File: config.mk
export PLATFORM = sky130hd
export DESIGN_NAME = script_token_lexer_flat
export DESIGN_NICKNAME = d
export VERILOG_FILES = /design/src/rtl/stl_pkg.sv /design/src/rtl/stl_in_if.sv /design/src/rtl/stl_out_if.sv /design/src/rtl/script_token_lexer.sv /design/src/rtl/stl_front.sv /design/src/rtl/stl_queue.sv /design/src/rtl/stl_back.sv /design/src/flat_wrapper.sv
export SDC_FILE = /design/constraint.sdc
export NUM_CORES = 1
export LEC_CHECK = 0
export ABC_CLOCK_PERIOD_IN_PS = 20300
export BUFFER_PORTS_ARGS = -buffer_cell sky130_fd_sc_hd__buf_2
export CORE_ASPECT_RATIO = 0.75
export CORE_MARGIN = 5
export CORE_UTILIZATION = 45
export DETAILED_ROUTE_END_ITERATION = 12
export HOLD_SLACK_MARGIN = 0.06
export PLACE_DENSITY = 0.69
export SYNTH_ARGS = -nofsm -noshare
export SYNTH_HDL_FRONTEND = slang
export SYNTH_SLANG_ARGS = --single-unit
export TNS_END_PERCENT = 30
File: constraint.sdc
create_clock -name clk -period 20.3 [get_ports clk]
set_clock_uncertainty 0.2 [all_clocks]
set_input_delay 1.015 -clock clk [delete_from_list [all_inputs] [get_ports clk]]
set_output_delay 1.015 -clock clk [all_outputs]
set_load 0.1 [all_outputs]
File: src/rtl/stl_pkg.sv
// ----------------------------------------------------------------------------
// Script token lexer package
// Shared constants, codes and character tables of the script token lexer.
// ----------------------------------------------------------------------------
package stl_pkg;

	localparam int POSITION_BITS_DEF   = 16;
	localparam int KEYWORD_MAX_LEN_DEF = 8;
	localparam int LENGTH_BITS_DEF     = 16;
	localparam int QUEUE_DEPTH         = 4;
	localparam int MAX_RECS            = 3;

	typedef enum logic [3:0] {
		M_IDLE, M_COMMENT, M_OPER, M_IDENT, M_NUMBER, M_STRING, M_ESCAPE, M_ERROR, M_DONE
	} mode_t;

	localparam logic [1:0] REC_TEXT  = 2'd0;
	localparam logic [1:0] REC_TOKEN = 2'd1;
	localparam logic [1:0] REC_ERROR = 2'd2;

	localparam logic [5:0] K_EOF     = 6'd0;
	localparam logic [5:0] K_IDENT   = 6'd1;
	localparam logic [5:0] K_NUMBER  = 6'd2;
	localparam logic [5:0] K_STRING  = 6'd3;
	localparam logic [5:0] K_MINUS   = 6'd5;
	localparam logic [5:0] K_KW_BASE = 6'd29;
	localparam logic [5:0] K_NONE    = 6'd0;

	localparam logic [2:0] E_NONE     = 3'd0;
	localparam logic [2:0] E_UNKNOWN  = 3'd1;
	localparam logic [2:0] E_UNTERM   = 3'd2;
	localparam logic [2:0] E_DOT      = 3'd3;
	localparam logic [2:0] E_ESCAPE   = 3'd4;

	localparam logic [7:0] CH_TAB   = 8'h09;
	localparam logic [7:0] CH_NL    = 8'h0A;
	localparam logic [7:0] CH_SPACE = 8'h20;
	localparam logic [7:0] CH_DQ    = 8'h22;
	localparam logic [7:0] CH_HASH  = 8'h23;
	localparam logic [7:0] CH_SQ    = 8'h27;
	localparam logic [7:0] CH_DOT   = 8'h2E;
	localparam logic [7:0] CH_COLON = 8'h3A;
	localparam logic [7:0] CH_EQ    = 8'h3D;
	localparam logic [7:0] CH_GT    = 8'h3E;
	localparam logic [7:0] CH_BSL   = 8'h5C;
	localparam logic [7:0] CH_USC   = 8'h5F;

	localparam logic [63:0] KW_TEXT [15] = '{
		{"if", 48'h0}, {"else", 32'h0}, {"while", 24'h0}, {"for", 40'h0},
		{"in", 48'h0}, {"return", 16'h0}, "continue", {"break", 24'h0},
		{"and", 40'h0}, {"or", 48'h0}, "function", {"expose", 16'h0},
		{"module", 16'h0}, {"dict", 32'h0}, {"list", 32'h0}
	};
	localparam logic [3:0] KW_LEN [15] = '{
		4'd2, 4'd4, 4'd5, 4'd3, 4'd2, 4'd6, 4'd8, 4'd5, 4'd3, 4'd2, 4'd8, 4'd6, 4'd6,
		4'd4, 4'd4
	};

	function automatic logic is_digit(logic [7:0] c);
		return c inside {[8'h30:8'h39]};
	endfunction

	function automatic logic is_alpha(logic [7:0] c);
		return c inside {[8'h41:8'h5A], [8'h61:8'h7A]};
	endfunction

	function automatic logic [5:0] single_kind(logic [7:0] c);
		logic [5:0] k;
		case (c)
			8'h2B: k = 6'd4;
			8'h2A: k = 6'd7;
			8'h2F: k = 6'd8;
			8'h25: k = 6'd9;
			8'h2E: k = 6'd10;
			8'h2C: k = 6'd11;
			8'h28: k = 6'd12;
			8'h29: k = 6'd13;
			8'h7B: k = 6'd14;
			8'h7D: k = 6'd15;
			8'h5B: k = 6'd16;
			8'h5D: k = 6'd17;
			8'h3A: k = 6'd18;
			8'h3B: k = 6'd19;
			8'h5E: k = 6'd28;
			default: k = K_NONE;
		endcase
		return k;
	endfunction

	function automatic logic [5:0] pend_kind(logic [7:0] c);
		logic [5:0] k;
		case (c)
			8'h2D: k = 6'd5;
			8'h3D: k = 6'd20;
			8'h21: k = 6'd22;
			8'h3C: k = 6'd24;
			8'h3E: k = 6'd26;
			default: k = K_NONE;
		endcase
		return k;
	endfunction

	function automatic logic [5:0] kw_kind(logic [63:0] w, logic [3:0] n);
		logic [5:0] k;
		k = K_IDENT;
		for (int i = 0; i < 15; i++) begin
			if (n == KW_LEN[i] && w == KW_TEXT[i]) begin
				k = 6'(K_KW_BASE + 6'(i));
			end
		end
		return k;
	endfunction

endpackage

File: src/rtl/stl_in_if.sv
// ----------------------------------------------------------------------------
// Character channel
// Valid/ready channel carrying one source character or the end mark per word.
// ----------------------------------------------------------------------------
interface stl_in_if;
	logic       valid;
	logic       ready;
	logic [7:0] char_byte;
	logic       end_of_input;

	modport source(output valid, char_byte, end_of_input, input ready);
	modport sink(input valid, char_byte, end_of_input, output ready);
endinterface

File: src/rtl/stl_out_if.sv
// ----------------------------------------------------------------------------
// Record channel
// Valid/ready channel carrying one text, token or error record per word.
// ----------------------------------------------------------------------------
interface stl_out_if #(
	parameter int POSITION_BITS = stl_pkg::POSITION_BITS_DEF,
	parameter int LENGTH_BITS   = stl_pkg::LENGTH_BITS_DEF
);
	logic                     valid;
	logic                     ready;
	logic [1:0]               record_type;
	logic [5:0]               token_kind;
	logic [7:0]               text_byte;
	logic [POSITION_BITS-1:0] tok_line;
	logic [POSITION_BITS-1:0] tok_col;
	logic [LENGTH_BITS-1:0]   token_length;
	logic [2:0]               error_code;
	logic                     last_of_run;

	modport source(output valid, record_type, token_kind, text_byte, tok_line,
		tok_col, token_length, error_code, last_of_run, input ready);
	modport sink(input valid, record_type, token_kind, text_byte, tok_line,
		tok_col, token_length, error_code, last_of_run, output ready);
endinterface

File: src/rtl/script_token_lexer.sv
// ----------------------------------------------------------------------------
// Script token lexer
// Streaming tokenizer: characters in, text, token and error records out.
// ----------------------------------------------------------------------------
// The chars channel takes one source character per word, or a word with
// end_of_input set that closes the source. The records channel gives the
// records of each character in order, with last_of_run set on the last one;
// a character that yields nothing gives no word.
// A character is taken in every cycle while the four-entry bundle queue has
// room. Its records are written into the bundle queue when it is taken and
// leave from the head of the queue. Output runs one record per cycle while
// the receiver is ready, so characters that yield two or three records can fill the queue.
// When the receiver stalls, records wait in the queue and chars.ready drops
// once it is full. After reset the lexer is between tokens at line 0, column
// 0 with an empty queue. After an error record or the end record, further
// characters are taken and give no records until the next reset.
// ----------------------------------------------------------------------------
module script_token_lexer #(
	parameter int POSITION_BITS   = stl_pkg::POSITION_BITS_DEF,
	parameter int KEYWORD_MAX_LEN = stl_pkg::KEYWORD_MAX_LEN_DEF,
	parameter int LENGTH_BITS     = stl_pkg::LENGTH_BITS_DEF
) (
	input  logic      clk,
	input  logic      arst_n,
	stl_in_if.sink    chars,
	stl_out_if.source records
);

	localparam int REC_W    = 19 + 2 * POSITION_BITS + LENGTH_BITS;
	localparam int BUNDLE_W = 2 + stl_pkg::MAX_RECS * REC_W;

	logic                push, pop, full, empty;
	logic [BUNDLE_W-1:0] push_data, head;

	stl_front #(
		.POSITION_BITS  (POSITION_BITS),
		.KEYWORD_MAX_LEN(KEYWORD_MAX_LEN),
		.LENGTH_BITS    (LENGTH_BITS)
	) u_front (
		.clk   (clk),
		.arst_n(arst_n),
		.chars (chars),
		.full  (full),
		.push  (push),
		.bundle(push_data)
	);

	stl_queue #(
		.WIDTH(BUNDLE_W),
		.DEPTH(stl_pkg::QUEUE_DEPTH)
	) u_queue (
		.clk      (clk),
		.arst_n   (arst_n),
		.push     (push),
		.push_data(push_data),
		.pop      (pop),
		.full     (full),
		.empty    (empty),
		.head     (head)
	);

	stl_back #(
		.POSITION_BITS(POSITION_BITS),
		.LENGTH_BITS  (LENGTH_BITS)
	) u_back (
		.clk    (clk),
		.arst_n (arst_n),
		.empty  (empty),
		.head   (head),
		.pop    (pop),
		.records(records)
	);

endmodule

File: src/rtl/stl_front.sv
// ----------------------------------------------------------------------------
// Lexer front end
// Accepts characters, runs the lexer state and forms a bundle of up to three
// records per character.
// ----------------------------------------------------------------------------
module stl_front #(
	parameter int POSITION_BITS   = stl_pkg::POSITION_BITS_DEF,
	parameter int KEYWORD_MAX_LEN = stl_pkg::KEYWORD_MAX_LEN_DEF,
	parameter int LENGTH_BITS     = stl_pkg::LENGTH_BITS_DEF,
	localparam int REC_W = 19 + 2 * POSITION_BITS + LENGTH_BITS,
	localparam int BUNDLE_W = 2 + stl_pkg::MAX_RECS * REC_W
) (
	input  logic                clk,
	input  logic                arst_n,
	stl_in_if.sink              chars,
	input  logic                full,
	output logic                push,
	output logic [BUNDLE_W-1:0] bundle
);

	localparam int KIDX = $clog2(KEYWORD_MAX_LEN);
	localparam logic [POSITION_BITS-1:0] POS_MAX = '1;
	localparam logic [LENGTH_BITS-1:0]   LEN_MAX = '1;

	typedef struct packed {
		logic [1:0]               rtype;
		logic [5:0]               kind;
		logic [7:0]               tbyte;
		logic [POSITION_BITS-1:0] line;
		logic [POSITION_BITS-1:0] col;
		logic [LENGTH_BITS-1:0]   len;
		logic [2:0]               err;
	} rec_t;

	typedef struct packed {
		logic [1:0]                      cnt;
		rec_t [stl_pkg::MAX_RECS-1:0]    recs;
	} bundle_t;

	stl_pkg::mode_t           mode_q, mode;
	logic [5:0]               pend_q, pend;
	logic [7:0]               win_q [KEYWORD_MAX_LEN];
	logic [7:0]               win [KEYWORD_MAX_LEN];
	logic                     ovf_q, ovf, dot_q, dot;
	logic [7:0]               quote_q, quote;
	logic [POSITION_BITS-1:0] line_q, line, col_q, col, sl_q, sl, sc_q, sc;
	logic [LENGTH_BITS-1:0]   cnt_q, cnt;
	rec_t                     recs [stl_pkg::MAX_RECS];
	logic [1:0]               n;
	logic                     fresh;
	logic [7:0]               c;
	logic                     accept;
	logic [63:0]              win_word;
	logic [5:0]               ident_kind;
	logic [5:0]               k_single, k_pend;
	bundle_t                  bnd;

	function automatic rec_t mk(logic [1:0] t, logic [5:0] k, logic [7:0] b,
		logic [POSITION_BITS-1:0] l, logic [POSITION_BITS-1:0] cl,
		logic [LENGTH_BITS-1:0] ln, logic [2:0] e);
		rec_t r;
		r.rtype = t;
		r.kind  = k;
		r.tbyte = b;
		r.line  = l;
		r.col   = cl;
		r.len   = ln;
		r.err   = e;
		return r;
	endfunction

	always_comb begin
		for (int i = 0; i < 8; i++) begin
			win_word[63-8*i -: 8] = win_q[i];
		end
		ident_kind = ovf_q ? stl_pkg::K_IDENT :
			stl_pkg::kw_kind(win_word, (cnt_q <= LENGTH_BITS'(8)) ? cnt_q[3:0] : 4'd0);
	end

	assign c        = chars.char_byte;
	assign k_single = stl_pkg::single_kind(c);
	assign k_pend   = stl_pkg::pend_kind(c);
	assign chars.ready = !full;
	assign accept   = chars.valid && !full;

	always_comb begin
		mode  = mode_q;
		pend  = pend_q;
		win   = win_q;
		ovf   = ovf_q;
		dot   = dot_q;
		quote = quote_q;
		line  = line_q;
		col   = col_q;
		sl    = sl_q;
		sc    = sc_q;
		cnt   = cnt_q;
		n     = 2'd0;
		fresh = 1'b0;
		for (int i = 0; i < stl_pkg::MAX_RECS; i++) begin
			recs[i] = '0;
		end
		if (mode_q != stl_pkg::M_ERROR && mode_q != stl_pkg::M_DONE) begin
			if (col != POS_MAX) begin
				col = col + 1'b1;
			end
			if (!chars.end_of_input && c == stl_pkg::CH_NL) begin
				if (line != POS_MAX) begin
					line = line + 1'b1;
				end
				col = '0;
			end
			if (chars.end_of_input) begin
				case (mode_q)
					stl_pkg::M_IDENT: begin
						recs[n] = mk(stl_pkg::REC_TOKEN, ident_kind, 8'd0, sl, sc, cnt,
							stl_pkg::E_NONE);
						n = n + 1'b1;
					end
					stl_pkg::M_NUMBER: begin
						recs[n] = mk(stl_pkg::REC_TOKEN, stl_pkg::K_NUMBER, 8'd0, sl, sc, cnt,
							stl_pkg::E_NONE);
						n = n + 1'b1;
					end
					stl_pkg::M_OPER: begin
						recs[n] = mk(stl_pkg::REC_TOKEN, pend, 8'd0, sl, sc, cnt, stl_pkg::E_NONE);
						n = n + 1'b1;
					end
					stl_pkg::M_STRING, stl_pkg::M_ESCAPE: begin
						recs[n] = mk(stl_pkg::REC_ERROR, stl_pkg::K_EOF, 8'd0, line, col, '0,
							stl_pkg::E_UNTERM);
						n = n + 1'b1;
						mode = stl_pkg::M_ERROR;
					end
					default: begin
					end
				endcase
				if (mode != stl_pkg::M_ERROR) begin
					recs[n] = mk(stl_pkg::REC_TOKEN, stl_pkg::K_EOF, 8'd0, line, col, '0,
						stl_pkg::E_NONE);
					n = n + 1'b1;
					mode = stl_pkg::M_DONE;
				end
			end else begin
				case (mode_q)
					stl_pkg::M_COMMENT: begin
						if (c == stl_pkg::CH_NL) begin
							mode = stl_pkg::M_IDLE;
						end
					end
					stl_pkg::M_OPER: begin
						if (c == ((pend_q == stl_pkg::K_MINUS) ? stl_pkg::CH_GT : stl_pkg::CH_EQ)) begin
							recs[n] = mk(stl_pkg::REC_TOKEN, pend_q + 6'd1, 8'd0, sl, sc, cnt,
								stl_pkg::E_NONE);
							n = n + 1'b1;
							mode = stl_pkg::M_IDLE;
						end else begin
							recs[n] = mk(stl_pkg::REC_TOKEN, pend_q, 8'd0, sl, sc, cnt,
								stl_pkg::E_NONE);
							n = n + 1'b1;
							fresh = 1'b1;
						end
					end
					stl_pkg::M_IDENT: begin
						if (stl_pkg::is_alpha(c) || stl_pkg::is_digit(c) || c == stl_pkg::CH_USC ||
							c == stl_pkg::CH_COLON) begin
							if (!ovf && cnt < LENGTH_BITS'(KEYWORD_MAX_LEN)) begin
								win[cnt[KIDX-1:0]] = c;
							end else begin
								ovf = 1'b1;
							end
							if (cnt != LEN_MAX) begin
								cnt = cnt + 1'b1;
							end
							recs[n] = mk(stl_pkg::REC_TEXT, stl_pkg::K_IDENT, c, sl, sc, cnt,
								stl_pkg::E_NONE);
							n = n + 1'b1;
						end else begin
							recs[n] = mk(stl_pkg::REC_TOKEN, ident_kind, 8'd0, sl, sc, cnt,
								stl_pkg::E_NONE);
							n = n + 1'b1;
							fresh = 1'b1;
						end
					end
					stl_pkg::M_NUMBER: begin
						if (stl_pkg::is_digit(c) || (c == stl_pkg::CH_DOT && !dot_q)) begin
							if (c == stl_pkg::CH_DOT) begin
								dot = 1'b1;
							end
							if (cnt != LEN_MAX) begin
								cnt = cnt + 1'b1;
							end
							recs[n] = mk(stl_pkg::REC_TEXT, stl_pkg::K_NUMBER, c, sl, sc, cnt,
								stl_pkg::E_NONE);
							n = n + 1'b1;
						end else if (c == stl_pkg::CH_DOT) begin
							recs[n] = mk(stl_pkg::REC_ERROR, stl_pkg::K_EOF, 8'd0, sl, sc, '0,
								stl_pkg::E_DOT);
							n = n + 1'b1;
							mode = stl_pkg::M_ERROR;
						end else begin
							recs[n] = mk(stl_pkg::REC_TOKEN, stl_pkg::K_NUMBER, 8'd0, sl, sc, cnt,
								stl_pkg::E_NONE);
							n = n + 1'b1;
							fresh = 1'b1;
						end
					end
					stl_pkg::M_STRING: begin
						if (c == quote_q) begin
							recs[n] = mk(stl_pkg::REC_TOKEN, stl_pkg::K_STRING, 8'd0, sl, sc, cnt,
								stl_pkg::E_NONE);
							n = n + 1'b1;
							mode = stl_pkg::M_IDLE;
						end else if (c == stl_pkg::CH_BSL) begin
							mode = stl_pkg::M_ESCAPE;
						end else begin
							if (cnt != LEN_MAX) begin
								cnt = cnt + 1'b1;
							end
							recs[n] = mk(stl_pkg::REC_TEXT, stl_pkg::K_STRING, c, sl, sc, cnt,
								stl_pkg::E_NONE);
							n = n + 1'b1;
						end
					end
					stl_pkg::M_ESCAPE: begin
						mode = stl_pkg::M_STRING;
						if (c inside {8'h78, 8'h75, 8'h55}) begin
							recs[n] = mk(stl_pkg::REC_ERROR, stl_pkg::K_EOF, 8'd0, line, col, '0,
								stl_pkg::E_ESCAPE);
							n = n + 1'b1;
							mode = stl_pkg::M_ERROR;
						end else if (c inside {8'h6E, 8'h62, 8'h61, 8'h74, 8'h66, 8'h72, 8'h76,
							stl_pkg::CH_DQ, stl_pkg::CH_SQ, stl_pkg::CH_BSL}) begin
							if (cnt != LEN_MAX) begin
								cnt = cnt + 1'b1;
							end
							case (c)
								8'h6E: recs[n] = mk(stl_pkg::REC_TEXT, stl_pkg::K_STRING, 8'd10, sl,
									sc, cnt, stl_pkg::E_NONE);
								8'h62: recs[n] = mk(stl_pkg::REC_TEXT, stl_pkg::K_STRING, 8'd8, sl,
									sc, cnt, stl_pkg::E_NONE);
								8'h61: recs[n] = mk(stl_pkg::REC_TEXT, stl_pkg::K_STRING, 8'd7, sl,
									sc, cnt, stl_pkg::E_NONE);
								8'h74: recs[n] = mk(stl_pkg::REC_TEXT, stl_pkg::K_STRING, 8'd9, sl,
									sc, cnt, stl_pkg::E_NONE);
								8'h66: recs[n] = mk(stl_pkg::REC_TEXT, stl_pkg::K_STRING, 8'd12, sl,
									sc, cnt, stl_pkg::E_NONE);
								8'h72: recs[n] = mk(stl_pkg::REC_TEXT, stl_pkg::K_STRING, 8'd13, sl,
									sc, cnt, stl_pkg::E_NONE);
								8'h76: recs[n] = mk(stl_pkg::REC_TEXT, stl_pkg::K_STRING, 8'd11, sl,
									sc, cnt, stl_pkg::E_NONE);
								default: recs[n] = mk(stl_pkg::REC_TEXT, stl_pkg::K_STRING, c, sl,
									sc, cnt, stl_pkg::E_NONE);
							endcase
							n = n + 1'b1;
						end else begin
							if (cnt != LEN_MAX) begin
								cnt = cnt + 1'b1;
							end
							recs[n] = mk(stl_pkg::REC_TEXT, stl_pkg::K_STRING, stl_pkg::CH_BSL, sl,
								sc, cnt, stl_pkg::E_NONE);
							n = n + 1'b1;
							if (cnt != LEN_MAX) begin
								cnt = cnt + 1'b1;
							end
							recs[n] = mk(stl_pkg::REC_TEXT, stl_pkg::K_STRING, c, sl, sc, cnt,
								stl_pkg::E_NONE);
							n = n + 1'b1;
						end
					end
					default: begin
						fresh = 1'b1;
					end
				endcase
			end
			if (fresh) begin
				mode = stl_pkg::M_IDLE;
				if (c == stl_pkg::CH_HASH) begin
					mode = stl_pkg::M_COMMENT;
				end else if (c != stl_pkg::CH_SPACE && c != stl_pkg::CH_TAB &&
					c != stl_pkg::CH_NL) begin
					sl  = line;
					sc  = col;
					cnt = '0;
					if (k_single != stl_pkg::K_NONE) begin
						recs[n] = mk(stl_pkg::REC_TOKEN, k_single, 8'd0, sl, sc, cnt,
							stl_pkg::E_NONE);
						n = n + 1'b1;
					end else if (k_pend != stl_pkg::K_NONE) begin
						pend = k_pend;
						mode = stl_pkg::M_OPER;
					end else if (c == stl_pkg::CH_DQ || c == stl_pkg::CH_SQ) begin
						quote = c;
						mode  = stl_pkg::M_STRING;
					end else if (stl_pkg::is_digit(c)) begin
						dot  = 1'b0;
						mode = stl_pkg::M_NUMBER;
						cnt  = LENGTH_BITS'(1);
						recs[n] = mk(stl_pkg::REC_TEXT, stl_pkg::K_NUMBER, c, sl, sc, cnt,
							stl_pkg::E_NONE);
						n = n + 1'b1;
					end else if (stl_pkg::is_alpha(c) || c == stl_pkg::CH_USC) begin
						for (int i = 0; i < KEYWORD_MAX_LEN; i++) begin
							win[i] = 8'd0;
						end
						win[0] = c;
						ovf  = 1'b0;
						mode = stl_pkg::M_IDENT;
						cnt  = LENGTH_BITS'(1);
						recs[n] = mk(stl_pkg::REC_TEXT, stl_pkg::K_IDENT, c, sl, sc, cnt,
							stl_pkg::E_NONE);
						n = n + 1'b1;
					end else begin
						recs[n] = mk(stl_pkg::REC_ERROR, stl_pkg::K_EOF, 8'd0, line, col, '0,
							stl_pkg::E_UNKNOWN);
						n = n + 1'b1;
						mode = stl_pkg::M_ERROR;
					end
				end
			end
		end
	end

	always_comb begin
		bnd.cnt = n;
		for (int i = 0; i < stl_pkg::MAX_RECS; i++) begin
			bnd.recs[i] = recs[i];
		end
	end

	assign bundle = bnd;
	assign push   = accept && n != 2'd0;

	always_ff @(posedge clk or negedge arst_n) begin
		if (!arst_n) begin
			mode_q  <= stl_pkg::M_IDLE;
			pend_q  <= '0;
			ovf_q   <= 1'b0;
			dot_q   <= 1'b0;
			quote_q <= '0;
			line_q  <= '0;
			col_q   <= '0;
			sl_q    <= '0;
			sc_q    <= '0;
			cnt_q   <= '0;
			for (int i = 0; i < KEYWORD_MAX_LEN; i++) begin
				win_q[i] <= '0;
			end
		end else if (accept) begin
			mode_q  <= mode;
			pend_q  <= pend;
			ovf_q   <= ovf;
			dot_q   <= dot;
			quote_q <= quote;
			line_q  <= line;
			col_q   <= col;
			sl_q    <= sl;
			sc_q    <= sc;
			cnt_q   <= cnt;
			win_q   <= win;
		end
	end

endmodule

File: src/rtl/stl_queue.sv
// ----------------------------------------------------------------------------
// Bundle queue
// Small register queue that decouples the lexer front end from the record
// output stage.
// ----------------------------------------------------------------------------
module stl_queue #(
	parameter int WIDTH = 8,
	parameter int DEPTH = stl_pkg::QUEUE_DEPTH
) (
	input  logic             clk,
	input  logic             arst_n,
	input  logic             push,
	input  logic [WIDTH-1:0] push_data,
	input  logic             pop,
	output logic             full,
	output logic             empty,
	output logic [WIDTH-1:0] head
);

	localparam int PW = (DEPTH > 1) ? $clog2(DEPTH) : 1;
	localparam int CW = $clog2(DEPTH + 1);

	logic [WIDTH-1:0] mem_q [DEPTH];
	logic [PW-1:0]    wr_q, rd_q;
	logic [CW-1:0]    count_q;

	assign full  = count_q == CW'(DEPTH);
	assign empty = count_q == '0;
	assign head  = mem_q[rd_q];

	always_ff @(posedge clk) begin
		if (push) begin
			mem_q[wr_q] <= push_data;
		end
	end

	always_ff @(posedge clk or negedge arst_n) begin
		if (!arst_n) begin
			wr_q    <= '0;
			rd_q    <= '0;
			count_q <= '0;
		end else begin
			if (push) begin
				wr_q <= (wr_q == PW'(DEPTH - 1)) ? '0 : wr_q + 1'b1;
			end
			if (pop) begin
				rd_q <= (rd_q == PW'(DEPTH - 1)) ? '0 : rd_q + 1'b1;
			end
			if (push && !pop) begin
				count_q <= count_q + 1'b1;
			end else if (pop && !push) begin
				count_q <= count_q - 1'b1;
			end
		end
	end

endmodule

File: src/rtl/stl_back.sv
// ----------------------------------------------------------------------------
// Record output stage
// Sends the records of the bundle at the head of the queue one word at a time.
// ----------------------------------------------------------------------------
module stl_back #(
	parameter int POSITION_BITS = stl_pkg::POSITION_BITS_DEF,
	parameter int LENGTH_BITS   = stl_pkg::LENGTH_BITS_DEF,
	localparam int REC_W = 19 + 2 * POSITION_BITS + LENGTH_BITS,
	localparam int BUNDLE_W = 2 + stl_pkg::MAX_RECS * REC_W
) (
	input  logic                clk,
	input  logic                arst_n,
	input  logic                empty,
	input  logic [BUNDLE_W-1:0] head,
	output logic                pop,
	stl_out_if.source           records
);

	typedef struct packed {
		logic [1:0]               rtype;
		logic [5:0]               kind;
		logic [7:0]               tbyte;
		logic [POSITION_BITS-1:0] line;
		logic [POSITION_BITS-1:0] col;
		logic [LENGTH_BITS-1:0]   len;
		logic [2:0]               err;
	} rec_t;

	typedef struct packed {
		logic [1:0]                   cnt;
		rec_t [stl_pkg::MAX_RECS-1:0] recs;
	} bundle_t;

	bundle_t    bnd;
	rec_t       rec;
	logic [1:0] idx_q;
	logic       last;

	assign bnd  = head;
	assign rec  = bnd.recs[idx_q];
	assign last = idx_q == bnd.cnt - 2'd1;
	assign pop  = records.valid && records.ready && last;

	assign records.valid        = !empty;
	assign records.record_type  = rec.rtype;
	assign records.token_kind   = rec.kind;
	assign records.text_byte    = rec.tbyte;
	assign records.tok_line     = rec.line;
	assign records.tok_col      = rec.col;
	assign records.token_length = rec.len;
	assign records.error_code   = rec.err;
	assign records.last_of_run  = last;

	always_ff @(posedge clk or negedge arst_n) begin
		if (!arst_n) begin
			idx_q <= '0;
		end else if (records.valid && records.ready) begin
			idx_q <= last ? 2'd0 : idx_q + 2'd1;
		end
	end

endmodule
File: src/flat_wrapper.sv
// flat-port wrapper written by rule: the top's interface ports become plain ports
module script_token_lexer_flat 
#(
	parameter int POSITION_BITS   = stl_pkg::POSITION_BITS_DEF,
	parameter int KEYWORD_MAX_LEN = stl_pkg::KEYWORD_MAX_LEN_DEF,
	parameter int LENGTH_BITS     = stl_pkg::LENGTH_BITS_DEF
)
  (clk, arst_n, chars_valid, chars_char_byte, chars_end_of_input, chars_ready, records_valid, records_record_type, records_token_kind, records_text_byte, records_tok_line, records_tok_col, records_token_length, records_error_code, records_last_of_run, records_ready);
  stl_in_if chars_i ();
  stl_out_if #(.POSITION_BITS(POSITION_BITS), .LENGTH_BITS(LENGTH_BITS)) records_i ();
  input  logic clk;
  input  logic arst_n;
  input wire logic [$bits(chars_i.valid)-1:0] chars_valid;
  input wire logic [$bits(chars_i.char_byte)-1:0] chars_char_byte;
  input wire logic [$bits(chars_i.end_of_input)-1:0] chars_end_of_input;
  output wire logic [$bits(chars_i.ready)-1:0] chars_ready;
  output wire logic [$bits(records_i.valid)-1:0] records_valid;
  output wire logic [$bits(records_i.record_type)-1:0] records_record_type;
  output wire logic [$bits(records_i.token_kind)-1:0] records_token_kind;
  output wire logic [$bits(records_i.text_byte)-1:0] records_text_byte;
  output wire logic [$bits(records_i.tok_line)-1:0] records_tok_line;
  output wire logic [$bits(records_i.tok_col)-1:0] records_tok_col;
  output wire logic [$bits(records_i.token_length)-1:0] records_token_length;
  output wire logic [$bits(records_i.error_code)-1:0] records_error_code;
  output wire logic [$bits(records_i.last_of_run)-1:0] records_last_of_run;
  input wire logic [$bits(records_i.ready)-1:0] records_ready;
  assign chars_i.valid = chars_valid;
  assign chars_i.char_byte = chars_char_byte;
  assign chars_i.end_of_input = chars_end_of_input;
  assign chars_ready = chars_i.ready;
  assign records_valid = records_i.valid;
  assign records_record_type = records_i.record_type;
  assign records_token_kind = records_i.token_kind;
  assign records_text_byte = records_i.text_byte;
  assign records_tok_line = records_i.tok_line;
  assign records_tok_col = records_i.tok_col;
  assign records_token_length = records_i.token_length;
  assign records_error_code = records_i.error_code;
  assign records_last_of_run = records_i.last_of_run;
  assign records_i.ready = records_ready;
  script_token_lexer #(.POSITION_BITS(POSITION_BITS), .KEYWORD_MAX_LEN(KEYWORD_MAX_LEN), .LENGTH_BITS(LENGTH_BITS)) u_core (.clk(clk), .arst_n(arst_n), .chars(chars_i), .records(records_i));
endmodule
# Word level (Yosys, flattened, before mapping)

Memories as Yosys holds them, arrays and structs flattened.
Index checks and enable logic that the tools add are counted.

Output and inout port bits: 70
Memories: 1
Input bits: 13
Bits in writable memories: 812
Register bits: 173

Memories:

| memory               | depth | width | read ports | clocked after memory_dff | wr ports | RTL line        | source |
|---|---|---|---|---|---|---|---|
| u_core.u_queue.mem_q | 4     | 203   | 1          | 0                        | 1        | stl_queue.sv:23 | `logic [WIDTH-1:0] mem_q [DEPTH];` |

Equal/unequal tests: 85
Bitwise gates (word level): 6
Mux-type cells: 181
Order comparisons: 15
Reduce and logical (&&, ||, !) cells: 64
Add/sub/neg operators: 13

Operators with widths:

| operator              | count |
|---|---|
| $mux 201              | 10 |
| $bwmux 201            | 5 |
| $eq 64x63->1 const B  | 15 |
| $mux 64               | 12 |
| $mux 67               | 10 |
| $pmux 59 s7           | 1 |
| $mux 16               | 23 |
| $pmux 67 s5           | 1 |
| $demux 67 s2          | 2 |
| $mux 134              | 2 |
| $pmux 67 s4           | 1 |
| $mux 61               | 4 |
| $eq 8x6->1 const B    | 18 |
| $eq 8x7->1 const B    | 17 |
| $bmux 67 s2           | 1 |
| $mux 66               | 2 |
| $mux 6                | 14 |
| $pmux 5 s15           | 1 |
| $mux 65               | 1 |
| $add 16x1->16 const B | 4 |
| $bwmux 64             | 1 |
| $ne 16x16->1 const B  | 4 |
| $pmux 16 s4           | 1 |
| $mux 59               | 1 |
| 62 further kinds      | 213 |

# Longest topological paths before layout

Depth in word-level cells: 37
Gate-level depth with buffers: 22
Gate-level depth less buffers: 19

# Hierarchy

From an unflattened synthesis, not the netlist that was laid out.

Cell total of the unflattened synthesis: 3204
Area, all modules: 45698.8 um2

By module, submodules not included:

| module    | instances | seq. area each (um2) | cells each | area an instance (um2) |
|---|---|---|---|---|
| stl_queue | 1         | 24558.6              | 1098       | 29793.6 |
| stl_front | 1         | 4078.9               | 1865       | 14356.3 |
| stl_back  | 1         | 50.0                 | 241        | 1549.0 |

# Worst setup path after synthesis

OpenSTA, ideal clock, no wires.

Path type: input -> register
Start point: input port chars_char_byte[1]
End point: memory u_core.u_queue.mem_q[0][0] in the netlist's numbering, enable pin
Slack: 11931 ps
Stages: 13
Path buffers: 2
Arrival: 7607 ps
Library setup time: 562 ps
Data required time: 19538 ps
Cells stage by stage: buf_2 -> nand4bb_1 -> or4_1 -> and4_1 -> clkbuf_1 -> nand2b_1 -> a32oi_2 -> inv_2 -> ha_1 -> nand3_1 -> o21ai_1 -> a21oi_2 -> and2_1

Word-level cells in the longest chain between the ends: 19
Elaborated cells on any way between the ends: 90
Those cells by class: add/sub: 1; order compare: 6; eq/ne: 40; mux: 25; reduce/logical: 18

RTL lines:

| what                                     | RTL line                 | source |
|---|---|---|
| from (decl)                              | flat_wrapper.sv:14       | `input wire logic [$bits(chars_i.char_byte)-1:0] chars_char_byte;` |
| $eq 8x7->1, or another cell as far along | stl_front.sv:232         | `end else if (c inside {8'h6E, 8'h62, 8'h61, 8'h74, 8'h66, 8'h72, 8'h76,` |
| $reduce_bool 10->1                       | stl_front.sv:232         |  |
| $mux 2                                   | stl_front.sv:232         |  |
| $mux 2                                   | stl_front.sv:227         | `if (c inside {8'h78, 8'h75, 8'h55}) begin` |
| $pmux 2 s3                               | stl_front.sv:145         | `case (mode_q)` |
| $mux 2                                   | stl_front.sv:113         | `if (chars.end_of_input) begin` |
| $mux 2                                   | stl_front.sv:103         | `if (mode_q != stl_pkg::M_ERROR && mode_q != stl_pkg::M_DONE) begin` |
| $add 2x1->2                              | -                        |  |
| (+4 left out)                            | -                        |  |
| $mux 2                                   | stl_front.sv:278         | `if (c == stl_pkg::CH_HASH) begin` |
| $mux 2 (*)                               | stl_front.sv:276         | `if (fresh) begin` |
| $mux 2 (*)                               | stl_front.sv:103         |  |
| $reduce_bool 2->1 (*)                    | stl_front.sv:332         | `assign push = accept && n != 2'd0;` |
| $logic_and 1x1->1 (*)                    | stl_front.sv:332         |  |
| named net u_core.push                    | script_token_lexer.sv:32 | `logic push, pop, full, empty;` |
| $mux 1 (*)                               | stl_queue.sv:32          | `if (push) begin` |
| $mux 1 (implied by the code) (*)         | stl_queue.sv:33          | `mem_q[wr_q] <= push_data;` |
| to (decl)                                | stl_queue.sv:23          |  |

Mark *: on every way through the listed nets, which the timed path passes. The rest lies on a longest branch. The select of a mux whose other input is x is not followed.

# Final worst setup path

Start point: register u_core.u_front.mode_q[3]
End point: memory u_core.u_queue.mem_q[2][124] in the netlist's numbering, enable pin

Word-level cells in the longest chain between the ends: 21
Elaborated cells on any way between the ends: 40
Those cells by class: add/sub: 2; eq/ne: 9; mux: 22; reduce/logical: 7

RTL lines:

| what                                                                | RTL line                           | source |
|---|---|---|
| from (decl)                                                         | stl_front.sv:40                    | `stl_pkg::mode_t mode_q, mode;` |
| from (signal assigned)                                              | stl_front.sv:336                   | `mode_q <= stl_pkg::M_IDLE;` |
| from (signal assigned)                                              | stl_front.sv:350                   | `mode_q <= mode;` |
| $eq 4x3->1 or $eq 4x2->1 (tied branches)                            | stl_front.sv:114, stl_front.sv:145 |  |
| $reduce_or 5->1 (no source line) or $reduce_or 2->1 (tied branches) | -                                  |  |
| $mux 1 or $mux 4 (tied branches)                                    | stl_front.sv:114                   | `case (mode_q)` |
| $mux 2 or $mux 4 (tied branches)                                    | stl_front.sv:113                   |  |
| $mux 2 or $mux 4 (tied branches)                                    | stl_front.sv:103                   |  |
| $add 2x1->2 or $ne 4x3->1 (tied branches)                           | stl_front.sv:141, stl_front.sv:138 |  |
| $mux 2                                                              | stl_front.sv:138                   | `if (mode != stl_pkg::M_ERROR) begin` |
| $mux 2                                                              | stl_front.sv:113                   |  |
| (+6 left out)                                                       | -                                  |  |
| $mux 2                                                              | stl_front.sv:278                   |  |
| $mux 2                                                              | stl_front.sv:276                   |  |
| $mux 2 (*)                                                          | stl_front.sv:103                   |  |
| $reduce_bool 2->1 (*)                                               | stl_front.sv:332                   |  |
| $logic_and 1x1->1 (*)                                               | stl_front.sv:332                   |  |
| named net u_core.push                                               | script_token_lexer.sv:32           |  |
| $mux 1 (*)                                                          | stl_queue.sv:32                    |  |
| $mux 1 (implied by the code) (*)                                    | stl_queue.sv:33                    |  |

Marks and branches as above.

==> run_results.csv <==
group,metric,value,unit
status,status,"completed",
grt,grt_pass1_vias,26900,
floorplanning,core,0.0930,mm^2
worst_setup_path,end_kind,"flip-flop",
synthesis,syn_inst,3144,
floorplanning,start_util,0.451,
synthesis,synth_async_sr_flop_share,0.193,
cts,clk_path_buf_depth,3,
grt,grt_use_total,0.228,
floorplanning,dieArea,0.0994,mm^2
timing,slew_headroom,0.133,
cells_and_area,stdcell_count,4469,
cts,cts_sinks,892,
grt,grt_pass1_wl,174000,um
cts,cts_hold_buf,0,
floorplanning,num_rows,97,
cells_and_area,final_area,0.0464,mm^2
place,dp_cells,4304,
timing,tightest_slew,1.30,ns
synthesis,synth_ff_type,"edfxtp_1",
power_and_ir_drop,leakagePower,16.0,nW
cts,cts_setup_buffers,0,
power_and_ir_drop,power,7.52,mW
place,place_hpwl,74000,um
cts,htreeDepth,3,
timing,period_share,0.370,
cts,cts_resized,0,
timing,worst_slack,12.79,ns
route,ant_nets,0,
cts,cts-buffers-inserted,88,
worst_setup_path,cp_data_arrival_time,7.58,ns
cells_and_area,synthToLayoutAreaGrowth,10.7,%
synthesis,yosys-top-cells-area,"edfxtp_1 (52%), dfrtp_1 (10%), mux4_2 (9.7%)",
place,place_ws,12.35,ns
cells_and_area,fillers,7976,
timing,fmax,133,MHz
synthesis,ys_seq_area_frac,0.618,
timing,fin_tns_setup,0,ns
route,wl,114000,um
timing,slew_viol_final,0,
cells_and_area,drive_above_1_share,0.161,
route,met2_length,48200,um
power_and_ir_drop,power_density,162,mW/mm^2
route,wl_per_cell,25.6,um
synthesis,synth.distinct_cells,100,
synthesis,synth_area,0.0419,mm^2
timing,hold_viol,0,
synthesis,synth_top_area_cell,"edfxtp_1",
worst_setup_path,critPathMaxStageDelay,0.89,ns
power_and_ir_drop,max-vdd-ir-drop,0.263,mV
place,placed_area,0.0435,mm^2
route,wl_met1,52100,um
grt,overflow,0,
worst_hold_path,hp-class,"primary input to async pin",
cts,cts-root-buf,"clkbuf_16",
route,viasPerCell,6.27,
route,wl_met3,11000,um
synthesis,synth-seq-cells,892,
cells_and_area,layout_common_cells,"edfxtp_1 (720), nand2_1 (299), nor2_1 (278)",
worst_setup_path,path_cells,"nand2b_1 -> nor3_1 -> or3_1 -> nor2_1 -> inv_2 -> ha_1 -> nand2_1 -> a32oi_2 -> inv_2 -> ha_1 -> nand3_1 -> o21ai_1 -> a21oi_2 -> and2_4 -> buf_4 -> buf_4",
cts,cts_tree,"built",
floorplanning,die_h,274,um
cells_and_area,postLayoutCoreUtil,0.499,
worst_setup_path,startpoint_type,"flip-flop",
floorplanning,die_w,362,um
grt,antenna_found_initial,3,
worst_setup_path,path_class,"flip-flop to flip-flop",
job,maxCapViolCount,0,
place,routabilityCongestion,0.965,
route,dr.max_layer_used,"met5",
grt,grt_max_degree,144,
synthesis,yosys_warnings,0,
timing,fin_crit,7.51,ns
worst_setup_path,reg2reg_slack,12.79,ns
cells_and_area,mostFrequentLayoutCell,"edfxtp_1",
worst_setup_path,critical-path-slowest-cell,"buf_4",
synthesis,synth_edf_count,720,
route,drt_iter0_markers,3640,
worst_setup_path,cp_max_fo,70,
cells_and_area,fin_nets,3188,
cts,clk_latency,0.68,ns
timing,grt_setup_unrepaired,"false",
timing,setup_violations,0,
route,drcViolationCount,0,
route,firstDrtPassIters,6,
cts,clkTransAtPathRegs,0.06,ns
synthesis,netlist.area_leader.share,0.516,
floorplanning,pin_count,83,
route,vias,28000,
place,portBuffers,82,
synthesis,avgSynthCellArea,13.3,um^2
timing,whs,0.102,ns
worst_setup_path,cp.required,20.37,ns
==> flip-flops by register name, summed over array words and instances (netlist names) <==
| signal | count |
|---|---|
| u_core.u_back.idx_q | 2 |
| u_core.u_front.cnt_q | 16 |
| u_core.u_front.col_q | 16 |
| u_core.u_front.dot_q | 1 |
| u_core.u_front.line_q | 16 |
| u_core.u_front.mode_q | 4 |
| u_core.u_front.ovf_q | 1 |
| u_core.u_front.pend_q | 5 |
| u_core.u_front.quote_q | 8 |
| u_core.u_front.sc_q | 16 |
| u_core.u_front.sl_q | 16 |
| u_core.u_front.win_q | 64 |
| u_core.u_queue.count_q | 3 |
| u_core.u_queue.mem_q | 720 |
| u_core.u_queue.rd_q | 2 |
| u_core.u_queue.wr_q | 2 |
==> area by class of cell <==
cell class	count	area (um^2)	share of cell area
diodes	1	2.50	0.0000539
multi-input cells	2021	15100	0.326
inverters	24	90.1	0.00194
flip-flops and latches	892	25900	0.559
well taps	1237	1550	0.0333
repair buffers	130	790	0.0170
clock inverters	63	628	0.0135
clock buffers	101	2280	0.0491
==> worst max-delay path: cells and delay by family (launching register included) <==
| kind | cells | cell delay [ns] |
|---|---|---|
| buffers and inverters | 4 | 1.95 |
| DFF | 1 | 0.60 |
| AOI/OAI and AO/OA | 3 | 0.79 |
| adders and majority gates | 2 | 0.59 |
| and+or+nand+nor | 7 | 2.84 |
==> logic make-up after synthesis <==
family,synth area share
adder cells (fa/ha/maj),0.00555
AO/OA/AOI/OAI,0.0951
XOR/XNOR,0.0167
AND/OR/NAND/NOR,0.121
buffers and inverters,0.0221
multiplexers,0.122
flip-flops,0.618
other,0.0000895
==> synth_stat cells, drive strengths merged, types with 43 or more instances <==
library cell  instances
a22oi                43
dfrtp               172
nand2               300
mux2i                78
nand4                46
nor3                 86
and2                 57
clkbuf              143
edfxtp              720
nor2                280
mux4                180
xnor2                50
nand3                65
a21oi               113
o21ai               206
a22o                 51
buf                  67
==> metal layers <==
metal / vias to the layer above / GRT usage
li1: 12200 / -
met1: 14100 / 0.358
met2: 1464 / 0.322
met3: 216 / 0.0482
met4: 4 / 0.0585
met5: - / 0
==> power breakdown <==
group	switching [mW]	internal [mW]	total [mW]
combinational	2.40	0.846	3.25
clock	0.717	0.921	1.64
sequential	0.221	2.41	2.63
total	3.34	4.18	7.52
==> worst paths after layout <==
kind,cells past startpoint,start,to
setup / recovery,16,u_core.u_front.mode_q[3],u_core.u_queue.mem_q[2][124]
hold / removal,1,arst_n,u_core.u_front.cnt_q[15]
setup reg to reg,16,u_core.u_front.mode_q[3],u_core.u_queue.mem_q[2][124]
hold reg to reg,1,u_core.u_front.win_q[7],u_core.u_front.win_q[7]
max in group asynchronous,2,arst_n,u_core.u_front.win_q[63]
min in group clk,1,u_core.u_front.win_q[7],u_core.u_front.win_q[7]
(Power assumes the default switching activity.)
